### config.mk
export PLATFORM = sky130hd
export DESIGN_NAME = aabb_pair_collision_sides
export DESIGN_NICKNAME = d
export VERILOG_FILES = /design/src/sv/apcs_pkg.sv /design/src/sv/aabb_pair_collision_sides.sv /design/src/sv/apcs_pair_eval.sv
export SDC_FILE = /design/constraint.sdc
export NUM_CORES = 2
export LEC_CHECK = 0
export ABC_AREA = 0
export ABC_CLOCK_PERIOD_IN_PS = 30000
export BUFFER_PORTS_ARGS = -buffer_cell sky130_fd_sc_hd__buf_4
export CORE_MARGIN = 4
export CORE_UTILIZATION = 45
export CTS_CLUSTER_DIAMETER = 60
export DETAILED_ROUTE_END_ITERATION = 12
export PLACE_DENSITY_LB_ADDON = 0.1
export REMOVE_ABC_BUFFERS = 1
export SLEW_MARGIN = 20
export SYNTH_ARGS = -nofsm -noshare
export SYNTH_HDL_FRONTEND = slang
export SYNTH_SLANG_ARGS = --single-unit
### constraint.sdc
create_clock -name i_clk -period 30 [get_ports i_clk]
set_input_delay 3 -clock i_clk [delete_from_list [all_inputs] [get_ports i_clk]]
set_output_delay 3 -clock i_clk [all_outputs]
set_load 0.05 [all_outputs]
### src/sv/apcs_pkg.sv
// Package for the box pair collision block: sizes, box and result types,
// side codes and the contact side rules.
// No dependencies.
`default_nettype none

package apcs_pkg;

    // Capacity and field widths
    localparam int MAX_BOXES  = 8;
    localparam int IDX_W      = 3;
    localparam int CNT_W      = $clog2(MAX_BOXES + 1);
    localparam int POS_W      = 24;
    localparam int SIZE_W     = 23;
    localparam int EDGE_W     = POS_W + 1;
    localparam int OVL_W      = EDGE_W + 1;
    localparam int VEL_W      = 16;
    localparam int IN_DATA_W  = 128;
    localparam int OUT_DATA_W = 8;

    // Report queue between the pair pipeline and the output register
    localparam int Q_DEPTH = 4;
    localparam int Q_PTR_W = $clog2(Q_DEPTH);
    localparam int Q_CNT_W = $clog2(Q_DEPTH + 1);

    typedef enum logic [2:0] {
        SIDE_NONE   = 3'd0,
        SIDE_LEFT   = 3'd1,
        SIDE_RIGHT  = 3'd2,
        SIDE_TOP    = 3'd3,
        SIDE_BOTTOM = 3'd4
    } t_side;

    // One stored box: edges precomputed at load time
    typedef struct packed {
        logic signed [VEL_W-1:0]  vy;
        logic signed [VEL_W-1:0]  vx;
        logic signed [EDGE_W-1:0] y1;
        logic signed [POS_W-1:0]  y0;
        logic signed [EDGE_W-1:0] x1;
        logic signed [POS_W-1:0]  x0;
    } t_box;

    // Velocity classification of one box
    typedef struct packed {
        logic vx_zero;
        logic vx_pos;
        logic vy_zero;
        logic vy_pos;
    } t_vflags;

    // Edge tests of the moving box against the other one
    typedef struct packed {
        logic lt_x0;
        logic gt_x1;
        logic lt_y0;
        logic gt_y1;
    } t_rej;

    // Outcome of one pair test
    typedef struct packed {
        logic             valid;
        logic             overlap;
        t_side            side_i;
        t_side            side_j;
        logic [IDX_W-1:0] idx_i;
        logic [IDX_W-1:0] idx_j;
    } t_pair_res;

    // One report entry
    typedef struct packed {
        t_side            side;
        logic [IDX_W-1:0] idx;
    } t_rpt;

    function automatic t_side opposite(input t_side s);
        t_side r;
        unique case (s)
            SIDE_LEFT:   r = SIDE_RIGHT;
            SIDE_RIGHT:  r = SIDE_LEFT;
            SIDE_TOP:    r = SIDE_BOTTOM;
            SIDE_BOTTOM: r = SIDE_TOP;
            default:     r = SIDE_NONE;
        endcase
        return r;
    endfunction

    // Side seen by a moving box, then reject sides that the edges contradict
    function automatic t_side moving_side(input t_vflags v, input logic cxgt, input t_rej rj);
        t_side r;
        r = SIDE_NONE;
        priority if (v.vy_zero) begin
            r = v.vx_pos ? SIDE_RIGHT : SIDE_LEFT;
        end else if (v.vx_zero || cxgt) begin
            r = v.vy_pos ? SIDE_BOTTOM : SIDE_TOP;
        end else begin
            r = v.vx_pos ? SIDE_RIGHT : SIDE_LEFT;
        end
        if ((r == SIDE_LEFT && rj.lt_x0) || (r == SIDE_RIGHT && rj.gt_x1) ||
            (r == SIDE_TOP && rj.lt_y0) || (r == SIDE_BOTTOM && rj.gt_y1)) begin
            r = SIDE_NONE;
        end
        return r;
    endfunction

endpackage

`default_nettype wire

### src/sv/aabb_pair_collision_sides.sv
// Top level: box store memory, pair sequencer, report queue and output register.
// Depends on apcs_pkg and apcs_pair_eval.
//
//  Channel   Direction  tdata fields (low bit up)                          tlast
//  s_axis    in         box_left, box_top, box_width, box_height,          final_box
//                       velocity_x, velocity_y, zero pad to 128 bits
//  m_axis    out        box_index, contact_side, zero pad to 8 bits        end_of_report
//
// Boxes are accepted only in the load state. After the final box, one pair (i<j)
// is read from the two-port box memory per cycle unless the report queue stalls
// the pipeline, and tested in a four-stage pipeline; N boxes give N*(N-1)/2 pairs,
// then a drain and a scan of the N boxes for untouched ones. Each overlapping pair
// gives two reports, so a busy frame is limited by the output port. Stalls on
// m_axis back up through the report queue into the pair pipeline. Reset clears
// the control state only, not the box memory.
`default_nettype none

module aabb_pair_collision_sides
    import apcs_pkg::*;
(
    input  wire logic                  i_clk,
    input  wire logic                  i_rst_n,
    input  wire logic                  s_axis_tvalid,
    output logic                       s_axis_tready,
    // left[23:0], top[47:24], width[70:48], height[93:71], vx[109:94], vy[125:110]
    input  wire logic [IN_DATA_W-1:0]  s_axis_tdata,
    input  wire logic                  s_axis_tlast,
    output logic                       m_axis_tvalid,
    input  wire logic                  m_axis_tready,
    // box_index[2:0], contact_side[5:3]
    output logic [OUT_DATA_W-1:0]      m_axis_tdata,
    output logic                       m_axis_tlast
);

    typedef enum logic [4:0] {
        ST_LOAD  = 5'b00001,
        ST_PAIR  = 5'b00010,
        ST_DRAIN = 5'b00100,
        ST_NONE  = 5'b01000,
        ST_FLUSH = 5'b10000
    } t_state;

    t_state               r_state, n_state;
    logic [CNT_W-1:0]     r_cnt, n_cnt;
    logic [IDX_W-1:0]     r_i, n_i, r_j, n_j, r_k, n_k;
    logic [MAX_BOXES-1:0] r_touched, n_touched;

    t_box                 mem [MAX_BOXES];
    t_box                 r_ra, r_rb;
    t_box                 w_box;
    logic                 r_p1_v;
    logic [IDX_W-1:0]     r_p1_i, r_p1_j;

    t_rpt                 r_q [Q_DEPTH];
    logic [Q_PTR_W-1:0]   r_q_wr, r_q_rd;
    logic [Q_CNT_W-1:0]   r_q_cnt, n_q_cnt;

    t_rpt                 r_out;
    logic                 r_out_v, r_out_last;

    t_pair_res            w_res;
    logic                 w_busy;
    logic                 w_load, w_store, w_adv, w_issue, w_take, w_push2;
    logic                 w_scan_step, w_scan_push, w_out_free, w_pop;
    logic [CNT_W-1:0]     w_cnt_inc;
    logic signed [POS_W-1:0] w_left, w_top;
    logic [SIZE_W-1:0]    w_width, w_height;

    // Unpack the box request and precompute its far edges
    always_comb begin
        w_left   = s_axis_tdata[23:0];
        w_top    = s_axis_tdata[47:24];
        w_width  = s_axis_tdata[70:48];
        w_height = s_axis_tdata[93:71];
        w_box.x0 = w_left;
        w_box.y0 = w_top;
        w_box.x1 = $signed({w_left[POS_W-1], w_left}) + $signed({2'b00, w_width});
        w_box.y1 = $signed({w_top[POS_W-1], w_top}) + $signed({2'b00, w_height});
        w_box.vx = s_axis_tdata[109:94];
        w_box.vy = s_axis_tdata[125:110];
    end

    // Handshakes and pipeline advance
    always_comb begin
        s_axis_tready = (r_state == ST_LOAD);
        w_load        = s_axis_tvalid && s_axis_tready;
        w_store       = w_load && (r_cnt < CNT_W'(MAX_BOXES));
        w_cnt_inc     = w_store ? r_cnt + CNT_W'(1) : r_cnt;
        w_take        = w_res.valid && (r_q_cnt <= Q_CNT_W'(Q_DEPTH - 2));
        w_push2       = w_take && w_res.overlap;
        w_adv         = !w_res.valid || w_take;
        w_issue       = (r_state == ST_PAIR) && w_adv;
        w_scan_push   = (r_state == ST_NONE) && !r_touched[r_k] &&
                        (r_q_cnt < Q_CNT_W'(Q_DEPTH));
        w_scan_step   = (r_state == ST_NONE) &&
                        (r_touched[r_k] || (r_q_cnt < Q_CNT_W'(Q_DEPTH)));
        w_out_free    = !r_out_v || m_axis_tready;
        w_pop         = w_out_free && ((r_q_cnt >= Q_CNT_W'(2)) ||
                        ((r_q_cnt == Q_CNT_W'(1)) && (r_state == ST_FLUSH)));
    end

    // Queue occupancy
    always_comb begin
        n_q_cnt = r_q_cnt;
        if (w_push2) begin
            n_q_cnt = n_q_cnt + Q_CNT_W'(2);
        end
        if (w_scan_push) begin
            n_q_cnt = n_q_cnt + Q_CNT_W'(1);
        end
        if (w_pop) begin
            n_q_cnt = n_q_cnt - Q_CNT_W'(1);
        end
    end

    // Sequencer: load, pair issue, drain, untouched scan, flush
    always_comb begin
        n_state   = r_state;
        n_cnt     = r_cnt;
        n_i       = r_i;
        n_j       = r_j;
        n_k       = r_k;
        n_touched = r_touched;
        if (w_push2) begin
            n_touched[w_res.idx_i] = 1'b1;
            n_touched[w_res.idx_j] = 1'b1;
        end
        unique case (r_state)
            ST_LOAD: begin
                if (w_load) begin
                    n_cnt = w_cnt_inc;
                    if (s_axis_tlast) begin
                        n_touched = '0;
                        n_i       = '0;
                        n_j       = IDX_W'(1);
                        n_state   = (w_cnt_inc >= CNT_W'(2)) ? ST_PAIR : ST_DRAIN;
                    end
                end
            end
            ST_PAIR: begin
                if (w_issue) begin
                    if (CNT_W'(r_j) == r_cnt - CNT_W'(1)) begin
                        if (CNT_W'(r_i) == r_cnt - CNT_W'(2)) begin
                            n_state = ST_DRAIN;
                        end else begin
                            n_i = r_i + IDX_W'(1);
                            n_j = r_i + IDX_W'(2);
                        end
                    end else begin
                        n_j = r_j + IDX_W'(1);
                    end
                end
            end
            ST_DRAIN: begin
                if (!r_p1_v && !w_busy) begin
                    n_k     = '0;
                    n_state = ST_NONE;
                end
            end
            ST_NONE: begin
                if (w_scan_step) begin
                    if (CNT_W'(r_k) == r_cnt - CNT_W'(1)) begin
                        n_state = ST_FLUSH;
                    end else begin
                        n_k = r_k + IDX_W'(1);
                    end
                end
            end
            ST_FLUSH: begin
                if ((r_q_cnt == '0) && w_out_free) begin
                    n_cnt   = '0;
                    n_state = ST_LOAD;
                end
            end
            default: begin
                n_state = ST_LOAD;
            end
        endcase
    end

    // Control registers
    always_ff @(posedge i_clk) begin
        if (!i_rst_n) begin
            r_state   <= ST_LOAD;
            r_cnt     <= '0;
            r_i       <= '0;
            r_j       <= '0;
            r_k       <= '0;
            r_touched <= '0;
            r_p1_v    <= 1'b0;
            r_q_wr    <= '0;
            r_q_rd    <= '0;
            r_q_cnt   <= '0;
            r_out_v   <= 1'b0;
        end else begin
            r_state   <= n_state;
            r_cnt     <= n_cnt;
            r_i       <= n_i;
            r_j       <= n_j;
            r_k       <= n_k;
            r_touched <= n_touched;
            r_q_cnt   <= n_q_cnt;
            if (w_adv) begin
                r_p1_v <= w_issue;
            end
            if (w_push2) begin
                r_q_wr <= r_q_wr + Q_PTR_W'(2);
            end else if (w_scan_push) begin
                r_q_wr <= r_q_wr + Q_PTR_W'(1);
            end
            if (w_pop) begin
                r_q_rd  <= r_q_rd + Q_PTR_W'(1);
                r_out_v <= 1'b1;
            end else if (w_out_free) begin
                r_out_v <= 1'b0;
            end
        end
    end

    // Box memory: one write port, two registered read ports
    always_ff @(posedge i_clk) begin
        if (w_store) begin
            mem[r_cnt[IDX_W-1:0]] <= w_box;
        end
        if (w_adv) begin
            r_ra   <= mem[r_i];
            r_rb   <= mem[r_j];
            r_p1_i <= r_i;
            r_p1_j <= r_j;
        end
    end

    // Report queue entries and output register
    always_ff @(posedge i_clk) begin
        if (w_push2) begin
            r_q[r_q_wr]                  <= '{side: w_res.side_i, idx: w_res.idx_i};
            r_q[r_q_wr + Q_PTR_W'(1)]    <= '{side: w_res.side_j, idx: w_res.idx_j};
        end else if (w_scan_push) begin
            r_q[r_q_wr]                  <= '{side: SIDE_NONE, idx: r_k};
        end
        if (w_pop) begin
            r_out      <= r_q[r_q_rd];
            r_out_last <= (r_q_cnt == Q_CNT_W'(1));
        end
    end

    apcs_pair_eval u_pair_eval (
        .i_clk   (i_clk),
        .i_rst_n (i_rst_n),
        .i_adv   (w_adv),
        .i_valid (r_p1_v),
        .i_idx_a (r_p1_i),
        .i_idx_b (r_p1_j),
        .i_box_a (r_ra),
        .i_box_b (r_rb),
        .o_res   (w_res),
        .o_busy  (w_busy)
    );

    assign m_axis_tvalid = r_out_v;
    assign m_axis_tdata  = {2'b00, r_out.side, r_out.idx};
    assign m_axis_tlast  = r_out_last;

endmodule

`default_nettype wire

### src/sv/apcs_pair_eval.sv
// Three-stage pair test: edge compares, overlap extents, contact sides.
// Depends on apcs_pkg.
`default_nettype none

module apcs_pair_eval
    import apcs_pkg::*;
(
    input  wire logic             i_clk,
    input  wire logic             i_rst_n,
    input  wire logic             i_adv,
    input  wire logic             i_valid,
    input  wire logic [IDX_W-1:0] i_idx_a,
    input  wire logic [IDX_W-1:0] i_idx_b,
    input  wire t_box             i_box_a,
    input  wire t_box             i_box_b,
    output t_pair_res             o_res,
    output logic                  o_busy
);

    // Stage 1 registers
    logic                     r_s1_v;
    logic [IDX_W-1:0]         r_s1_i, r_s1_j;
    logic signed [EDGE_W-1:0] r_mnx1, r_mny1;
    logic signed [POS_W-1:0]  r_mxx0, r_mxy0;
    t_rej                     r_s1_rej_a, r_s1_rej_b;
    t_vflags                  r_s1_fa, r_s1_fb;
    logic                     r_s1_flip;

    // Stage 2 registers
    logic                     r_s2_v;
    logic [IDX_W-1:0]         r_s2_i, r_s2_j;
    logic signed [OVL_W-1:0]  r_cx, r_cy;
    t_rej                     r_s2_rej_a, r_s2_rej_b;
    t_vflags                  r_s2_fa, r_s2_fb;
    logic                     r_s2_flip;

    // Stage 3 registers
    logic                     r_s3_v;
    logic                     r_s3_ov;
    t_side                    r_s3_si, r_s3_sj;
    logic [IDX_W-1:0]         r_s3_i, r_s3_j;

    t_rej                     w_rej_a, w_rej_b;
    t_vflags                  w_fa, w_fb;
    logic                     w_same, w_flip;
    logic signed [OVL_W-1:0]  w_cx, w_cy;
    logic                     w_ov, w_cxgt;
    t_side                    w_side;

    // Edge compares and velocity classes
    always_comb begin
        w_rej_a.lt_x0 = i_box_a.x0 < i_box_b.x0;
        w_rej_a.gt_x1 = i_box_a.x1 > i_box_b.x1;
        w_rej_a.lt_y0 = i_box_a.y0 < i_box_b.y0;
        w_rej_a.gt_y1 = i_box_a.y1 > i_box_b.y1;
        w_rej_b.lt_x0 = i_box_b.x0 < i_box_a.x0;
        w_rej_b.gt_x1 = i_box_b.x1 > i_box_a.x1;
        w_rej_b.lt_y0 = i_box_b.y0 < i_box_a.y0;
        w_rej_b.gt_y1 = i_box_b.y1 > i_box_a.y1;
        w_fa.vx_zero  = i_box_a.vx == '0;
        w_fa.vx_pos   = i_box_a.vx > 0;
        w_fa.vy_zero  = i_box_a.vy == '0;
        w_fa.vy_pos   = i_box_a.vy > 0;
        w_fb.vx_zero  = i_box_b.vx == '0;
        w_fb.vx_pos   = i_box_b.vx > 0;
        w_fb.vy_zero  = i_box_b.vy == '0;
        w_fb.vy_pos   = i_box_b.vy > 0;
        w_same        = (i_box_a.vx == i_box_b.vx) && (i_box_a.vy == i_box_b.vy);
        w_flip        = w_fa.vx_zero && w_fa.vy_zero && !w_same;
    end

    // Overlap extents, signed with one guard bit
    assign w_cx = $signed({r_mnx1[EDGE_W-1], r_mnx1}) -
                  $signed({{2{r_mxx0[POS_W-1]}}, r_mxx0});
    assign w_cy = $signed({r_mny1[EDGE_W-1], r_mny1}) -
                  $signed({{2{r_mxy0[POS_W-1]}}, r_mxy0});

    // Overlap test and side selection
    always_comb begin
        w_ov   = (r_cx > 0) && (r_cy > 0);
        w_cxgt = r_cx > r_cy;
        if (r_s2_flip) begin
            w_side = opposite(moving_side(r_s2_fb, w_cxgt, r_s2_rej_b));
        end else begin
            w_side = moving_side(r_s2_fa, w_cxgt, r_s2_rej_a);
        end
    end

    // Valid bits
    always_ff @(posedge i_clk) begin
        if (!i_rst_n) begin
            r_s1_v <= 1'b0;
            r_s2_v <= 1'b0;
            r_s3_v <= 1'b0;
        end else if (i_adv) begin
            r_s1_v <= i_valid;
            r_s2_v <= r_s1_v;
            r_s3_v <= r_s2_v;
        end
    end

    // Payload, held while stalled
    always_ff @(posedge i_clk) begin
        if (i_adv) begin
            r_s1_i     <= i_idx_a;
            r_s1_j     <= i_idx_b;
            r_mnx1     <= w_rej_a.gt_x1 ? i_box_b.x1 : i_box_a.x1;
            r_mny1     <= w_rej_a.gt_y1 ? i_box_b.y1 : i_box_a.y1;
            r_mxx0     <= w_rej_a.lt_x0 ? i_box_b.x0 : i_box_a.x0;
            r_mxy0     <= w_rej_a.lt_y0 ? i_box_b.y0 : i_box_a.y0;
            r_s1_rej_a <= w_rej_a;
            r_s1_rej_b <= w_rej_b;
            r_s1_fa    <= w_fa;
            r_s1_fb    <= w_fb;
            r_s1_flip  <= w_flip;

            r_s2_i     <= r_s1_i;
            r_s2_j     <= r_s1_j;
            r_cx       <= w_cx;
            r_cy       <= w_cy;
            r_s2_rej_a <= r_s1_rej_a;
            r_s2_rej_b <= r_s1_rej_b;
            r_s2_fa    <= r_s1_fa;
            r_s2_fb    <= r_s1_fb;
            r_s2_flip  <= r_s1_flip;

            r_s3_i     <= r_s2_i;
            r_s3_j     <= r_s2_j;
            r_s3_ov    <= w_ov;
            r_s3_si    <= w_side;
            r_s3_sj    <= opposite(w_side);
        end
    end

    assign o_res.valid   = r_s3_v;
    assign o_res.overlap = r_s3_ov;
    assign o_res.side_i  = r_s3_si;
    assign o_res.side_j  = r_s3_sj;
    assign o_res.idx_i   = r_s3_i;
    assign o_res.idx_j   = r_s3_j;
    assign o_busy        = r_s1_v || r_s2_v || r_s3_v;

endmodule

`default_nettype wire

## Word-level counts from Yosys, hierarchy flattened

Memory sizes are Yosys's and may differ from the RTL's. A register that Yosys moved wholly into a read port is not among the register bits.
Index checks and enable logic that the tools add are counted.

- Input port bits: 133
- Bits in writable memories: 1064
- Logic and storage cells: 289
- Flip-flop bits (word level): 254
- Memories: 2

- Muxes and demuxes: 76
- Bitwise logic cells: 3
- Add/subtract/negate cells: 17
- $lt $le $gt $ge: 25
- Equal/unequal tests: 39
- Reductions and logical operators: 61

Memory list:

| memory | words | bits a word | read ports | clocked after Yosys merged registers in | write ports | line | source |
|---|---|---|---|---|---|---|---|
| mem | 8 | 130 | 2 | 2 | 1 | aabb_pair_collision_sides.sv:48 | `t_box mem [MAX_BOXES];` |
| r_q | 4 | 6 | 1 | 1 | 2 | aabb_pair_collision_sides.sv:54 | `t_rpt r_q [Q_DEPTH];` |

Operators by type and width:

| cell | number |
|---|---|
| > comparator 25 bit | 4 |
| < comparator 24 bit | 4 |
| two-way mux 3 bit | 29 |
| > comparator 16 x 1 -> 1 bit (second input constant) | 4 |
| logical NOT 16 bit | 4 |
| > comparator 26 x 1 -> 1 bit (second input constant) | 2 |
| subtractor 25 x 24 -> 26 bit | 2 |
| adder 24 x 24 -> 25 bit | 2 |
| two-way mux 25 bit | 2 |
| two-way mux 24 bit | 2 |
| two-way mux 5 bit | 9 |
| equality test 16 bit | 2 |
| two-way mux 8 bit | 4 |
| > comparator 26 bit | 1 |
| logical AND 1 bit | 26 |
| case mux 5 bit (5 select lines) | 1 |
| equality test 3 x 2 -> 1 bit (second input constant) | 8 |
| case mux 3 bit (4 select lines) | 2 |
| case mux 3 bit (2 select lines) | 3 |
| bitwise OR 8 bit | 2 |
| equality test 3 x 1 -> 1 bit (second input constant) | 5 |
| logical OR 1 bit | 14 |
| adder 3 x 1 -> 3 bit (second input constant) | 4 |
| equality test 3 bit (second input constant) | 4 |
| 39 further kinds | 81 |

## Depth between registers and ports, before layout

- Depth after elaboration: 17
- Gate-level depth with buffers: 13
- Mapped depth without buffers: 12

## By module

From an unflattened synthesis, not the netlist that was laid out.

- Cell total of the unflattened synthesis: 4192
- Area total of the unflattened synthesis: 74783.0 um^2

Modules (own cells, without submodules):

| module | instances | cells an instance | area each (um^2) | sequential area each (um^2) |
|---|---|---|---|---|
| aabb_pair_collision_sides | 1 | 2934 | 60581.9 | 40849.2 |
| apcs_pair_eval | 1 | 1258 | 14201.1 | 6336.1 |

## Worst setup path after synthesis

No wires, ideal clock.

- Kind: reg2reg
- Start: register r_q_cnt[2]
- End: register r_j[0]
- Data required time: 29.881 ns
- Stages on the path, launching flop included: 10
- Period minus slack after synthesis: 12.645 ns
- Arrival: 12.526 ns
- Path slack: 17.355 ns
- Setup time: 0.119 ns
- Cell sequence: dfxtp_1 -> inv_1 -> ha_1 -> mux2i_1 -> nor2b_1 -> inv_1 -> o21ai_0 -> nor2_1 -> o21ai_0 -> o221a_2

- Longest elaborated chain between the ends: 6

RTL lines:

| item | line | source |
|---|---|---|
| start: declaration | aabb_pair_collision_sides.sv:56 | `logic [Q_CNT_W-1:0] r_q_cnt, n_q_cnt;` |
| start signal: assignment | aabb_pair_collision_sides.sv:202 | `r_q_cnt <= n_q_cnt;` |
| <= comparator 3 x 2 -> 1 bit | aabb_pair_collision_sides.sv:89 | `w_take = w_res.valid && (r_q_cnt <= Q_CNT_W'(Q_DEPTH - 2));` |
| logical AND 1 bit | aabb_pair_collision_sides.sv:89 |  |
| logical OR 1 bit | aabb_pair_collision_sides.sv:91 | `w_adv = !w_res.valid \|\| w_take;` |
| via u_pair_eval.i_adv | apcs_pair_eval.sv:10 | `input wire logic i_adv,` |
| logical AND 1 bit | aabb_pair_collision_sides.sv:92 | `w_issue = (r_state == ST_PAIR) && w_adv;` |
| != test 2 bit (no line) | n/a |  |
| AND reduction 5 bit (no line) | n/a |  |
| end signal: assignment | aabb_pair_collision_sides.sv:199 | `r_j <= n_j;` |
| end: declaration | aabb_pair_collision_sides.sv:45 | `logic [IDX_W-1:0] r_i, n_i, r_j, n_j, r_k, n_k;` |

The timed path passes the listed nets, and every way through them passes these cells.
A chain may end at the register's enable or synchronous reset.

==> impl_metrics.prom <==
# TYPE chip_impl_metric gauge
chip_impl_info{name="cts_tree",value="done"} 1
chip_impl_metric{name="clk_latency",unit="ns"} 0.81
chip_impl_metric{name="first_global_vias",unit=""} 41225
chip_impl_metric{name="ys_types",unit=""} 72
chip_impl_metric{name="hold_path_depth",unit=""} 0
chip_impl_metric{name="wl_per_cell",unit="um"} 26.6
chip_impl_metric{name="die_x",unit="um"} 415
chip_impl_info{name="combinational_family_with_the_most_area_after_synthesis",value="multiplexers"} 1
chip_impl_metric{name="drv_slew",unit=""} 0
chip_impl_metric{name="synth-seq-cells",unit=""} 1584
chip_impl_metric{name="p_switching",unit="mW"} 2.34
chip_impl_metric{name="leakage",unit="nW"} 28.4
chip_impl_info{name="status",value="completed"} 1
chip_impl_metric{name="slew_headroom",unit=""} 0.174
chip_impl_metric{name="drtAntennaViolNets",unit=""} 0
chip_impl_metric{name="simple_gate_share_of_the_synthesized_area",unit=""} 0.0319
chip_impl_metric{name="start_util",unit=""} 0.453
chip_impl_metric{name="synth-edff-count",unit=""} 1546
chip_impl_metric{name="detail_route.iter0.violations",unit=""} 3022
chip_impl_metric{name="sw_frac_of_total",unit=""} 0.309
chip_impl_metric{name="post_cts.repair.setup_buffers",unit=""} 0
chip_impl_metric{name="seqPwrFrac",unit=""} 0.430
chip_impl_metric{name="min_period",unit="ns"} 6.29
chip_impl_metric{name="total_power",unit="mW"} 7.57
chip_impl_metric{name="global_route.usage.total",unit=""} 0.208
chip_impl_metric{name="max_clock_freq",unit="MHz"} 159
chip_impl_metric{name="cap_viol_max_count",unit=""} 0
chip_impl_metric{name="hpwl",unit="mm"} 105
chip_impl_metric{name="core.rowCount",unit=""} 149
chip_impl_metric{name="synth_warnings",unit=""} 0
chip_impl_info{name="critical_path_source_type",value="input pin"} 1
chip_impl_metric{name="worstPathMaxFanout",unit=""} 9
chip_impl_metric{name="max_slew.worst_pin.slew",unit="ns"} 1.23
chip_impl_metric{name="htreeDepth",unit=""} 4
chip_impl_metric{name="die_height",unit="um"} 415
chip_impl_metric{name="antenna_found_initial",unit=""} 7
chip_impl_info{name="hp-class",value="reg2reg"} 1
chip_impl_metric{name="ff2ff_path_depth",unit=""} 10
chip_impl_metric{name="post-route-drc-count",unit=""} 0
chip_impl_metric{name="post_cts_clock_slew_at_the_launch_and_capture_registers_of_the_worst_setup_and_hold_paths",unit="ns"} 0.06
chip_impl_metric{name="worst-endpoint-required",unit="ns"} 30.45
chip_impl_info{name="grt_setup_unrepaired",value="false"} 1
chip_impl_metric{name="post_cts_resize_count",unit=""} 0
chip_impl_info{name="crit_path_end_kind",value="register"} 1
chip_impl_metric{name="hold_viol_final",unit=""} 0
chip_impl_metric{name="core_region_area",unit="sq mm"} 0.165
chip_impl_metric{name="post_drt_via_cell_ratio",unit=""} 5.83
chip_impl_info{name="clock-root-buffer",value="sky130_fd_sc_hd__clkbuf_16"} 1
chip_impl_metric{name="timing.critical_path.arrival",unit="ns"} 6.74
chip_impl_info{name="worst-setup-path-type",value="in2reg"} 1
chip_impl_metric{name="peakVddDrop",unit="mV"} 0.0634
chip_impl_metric{name="drt_pass1_iterations",unit=""} 5
chip_impl_metric{name="syn2layout_area_growth",unit="%"} 12.2
chip_impl_metric{name="asyncSetResetFlopFracSynth",unit=""} 0
chip_impl_info{name="postSynth.topFlopCell",value="sky130_fd_sc_hd__edfxtp_1"} 1
chip_impl_metric{name="synth-compound-area-share",unit=""} 0.0407
chip_impl_metric{name="synth_cells",unit=""} 4229
chip_impl_metric{name="setup_tns",unit="ns"} 0
chip_impl_metric{name="layout-drive-gt1-share",unit=""} 0.297
chip_impl_metric{name="power.share.combinational",unit=""} 0.299
chip_impl_metric{name="share_clk_of_total_power",unit=""} 0.272
chip_impl_metric{name="syn_area",unit="sq mm"} 0.0746
chip_impl_metric{name="detail_route.wirelength",unit="mm"} 179
chip_impl_metric{name="avgSynthCellArea",unit="sq um"} 17.6
chip_impl_metric{name="cts.sinks",unit=""} 1584
chip_impl_info{name="cpMaxStageDelayCell",value="sky130_fd_sc_hd__nor3b_1"} 1
chip_impl_metric{name="final_min_period_over_clock_period",unit=""} 0.210
chip_impl_metric{name="grt_overflow",unit=""} 0
chip_impl_metric{name="post_synthesis_xor_xnor_area_fraction",unit=""} 0.0149
chip_impl_metric{name="first_pass_grt_wire_length",unit="mm"} 268
chip_impl_metric{name="grt_start_max_net_pins",unit=""} 168
chip_impl_metric{name="io_pins",unit=""} 144
chip_impl_metric{name="final_net_count",unit=""} 4785
chip_impl_metric{name="post_synth_fa_ha_maj_area_fraction",unit=""} 0.0415
chip_impl_metric{name="cell_internal_pwr",unit="mW"} 5.23
chip_impl_metric{name="muxShareOfSynthArea",unit=""} 0.217
chip_impl_metric{name="power_density",unit="mW/mm^2"} 90.5
chip_impl_info{name="chain_of_cells_forming_the_critical_path",value="buf_4 > ha_1 > inv_1 > fa_1 > nor2b_1 > o31a_1 > or2_2 > nand4_1 > a31oi_1 > nor4b_1 > nor3b_1 > o31a_1 > nor3b_1"} 1
chip_impl_metric{name="dieArea",unit="sq mm"} 0.172
chip_impl_metric{name="clockBufferDepth",unit=""} 3
chip_impl_metric{name="cpPeakStageDelay",unit="ns"} 0.75
chip_impl_metric{name="hold_buffers",unit=""} 0
chip_impl_metric{name="setup_viol",unit=""} 0
chip_impl_metric{name="cts_made_buffers",unit=""} 175
chip_impl_metric{name="skew",unit="ns"} 0.0295
chip_impl_metric{name="hold_slack",unit="ns"} 0.412
chip_impl_metric{name="synth-seq-area-share",unit=""} 0.633
chip_impl_metric{name="routabilityCongestion",unit=""} 0.825
chip_impl_metric{name="io_buffers",unit=""} 139
chip_impl_metric{name="num_vias",unit=""} 39308
sequential cells by signal, summed over array words and instances (netlist names), 5 cells and up:
| register | cells |
|---|---|
| mem | 1040 |
| r_ra | 130 |
| r_rb | 130 |
| u_pair_eval.r_cx | 26 |
| u_pair_eval.r_cy | 26 |
| u_pair_eval.r_mnx1 | 25 |
| u_pair_eval.r_mny1 | 25 |
| r_q | 24 |
| u_pair_eval.r_mxx0 | 24 |
| u_pair_eval.r_mxy0 | 24 |
| r_touched | 8 |
| m_axis_tdata | 6 |
| r_state | 5 |
final timing paths:
check                                  startpoint                          endpoint  slack (ns)
setup / recovery                 s_axis_tdata[24]              mem[4][97]$_DFFE_PP_       23.71
setup reg to reg               r_rb[16]$_DFFE_PP_  u_pair_eval.r_mxx0[15]$_DFFE_PP_       25.25
hold reg to reg   u_pair_eval.r_s1_j[2]$_DFFE_PP_   u_pair_eval.r_s2_j[2]$_DFFE_PP_        0.41
hold / removal    u_pair_eval.r_s1_j[2]$_DFFE_PP_   u_pair_eval.r_s2_j[2]$_DFFE_PP_        0.41
placed cells by master (no fill, tap or decap), types with 81 or more instances in the layout:
master and count:
sky130_fd_sc_hd__a21oi_1 151, sky130_fd_sc_hd__buf_4 181, sky130_fd_sc_hd__clkbuf_16 178, sky130_fd_sc_hd__edfxtp_1 1546, sky130_fd_sc_hd__ha_1 241, sky130_fd_sc_hd__inv_1 234
sky130_fd_sc_hd__mux2_2 358, sky130_fd_sc_hd__mux4_2 528, sky130_fd_sc_hd__nand2_1 81, sky130_fd_sc_hd__nor2_1 137, sky130_fd_sc_hd__o21ai_0 89, sky130_fd_sc_hd__xnor2_1 100
through the flow:
step	utilization	cell area [sq um]	setup WS, ns	cells
3_5_place_dp	0.474	78200	22.80	6419
5_1_grt	0.508	83700	23.42	6736
2_1_floorplan	-	73900	17.29	4042
4_1_cts	0.508	83600	23.65	6736
3_3_place_gp	0.474	78200	22.85	6419
6_report	0.508	83700	23.71	6740
cell type report:
class,instances,area (sq um)
repair buffers,188,1500
multi-input cells,2222,25800
clock buffers,216,4600
flip-flops and latches,1584,47200
inverters,236,898
clock inverters,101,866
diodes,4,10.0
fillers,13519,81100
well taps,2189,2740
cells by family after synthesis:
logic type	Yosys count
XOR/XNOR	127
other	1
buffers and inverters	424
multiplexers	910
AO/OA/AOI/OAI	471
AND/OR/NAND/NOR	467
flip-flops	1584
adder cells (fa/ha/maj)	245
metal layers:
layer | wire, um | part of all wire | GRT usage
met5 | 0 | 0 | 0
met1 | 79500 | 0.44 | 0.292
met4 | 4230 | 0.024 | 0.0544
met3 | 8120 | 0.045 | 0.0312
met2 | 87200 | 0.49 | 0.344
worst max-delay path, delay by kind of cell:
kind	cells	cell delay, ns
adders and majority gates	2	0.41
buffers and inverters	2	0.21
AOI/OAI and AO/OA	3	0.82
and+or+nand+nor	6	2.28
power groups by stage:
stage                     clock [mW]  sequential, mW  combinational [mW]
after floorplan                    0            3.27                1.68
after global placement             0            3.29                2.28
after detailed placement           0            3.30                2.28
after CTS                       2.11            3.26                2.30
after global routing            2.21            3.30                2.50
final                           2.06            3.25                2.26
cell usage after synthesis, types with 60 or more instances:
library cell | instances | share of area
sky130_fd_sc_hd__nor2_1 | 137 | 0.0069
sky130_fd_sc_hd__a21o_1 | 60 | 0.0060
sky130_fd_sc_hd__a21oi_1 | 151 | 0.010
sky130_fd_sc_hd__inv_1 | 236 | 0.012
sky130_fd_sc_hd__mux2_2 | 358 | 0.054
sky130_fd_sc_hd__nand2_1 | 81 | 0.0041
sky130_fd_sc_hd__mux4_2 | 528 | 0.16
sky130_fd_sc_hd__xnor2_1 | 100 | 0.012
sky130_fd_sc_hd__ha_1 | 241 | 0.040
sky130_fd_sc_hd__clkbuf_1 | 129 | 0.0065
sky130_fd_sc_hd__o21ai_0 | 90 | 0.0060
sky130_fd_sc_hd__edfxtp_1 | 1546 | 0.62
No activity file was read; power rests on OpenSTA's default activity.
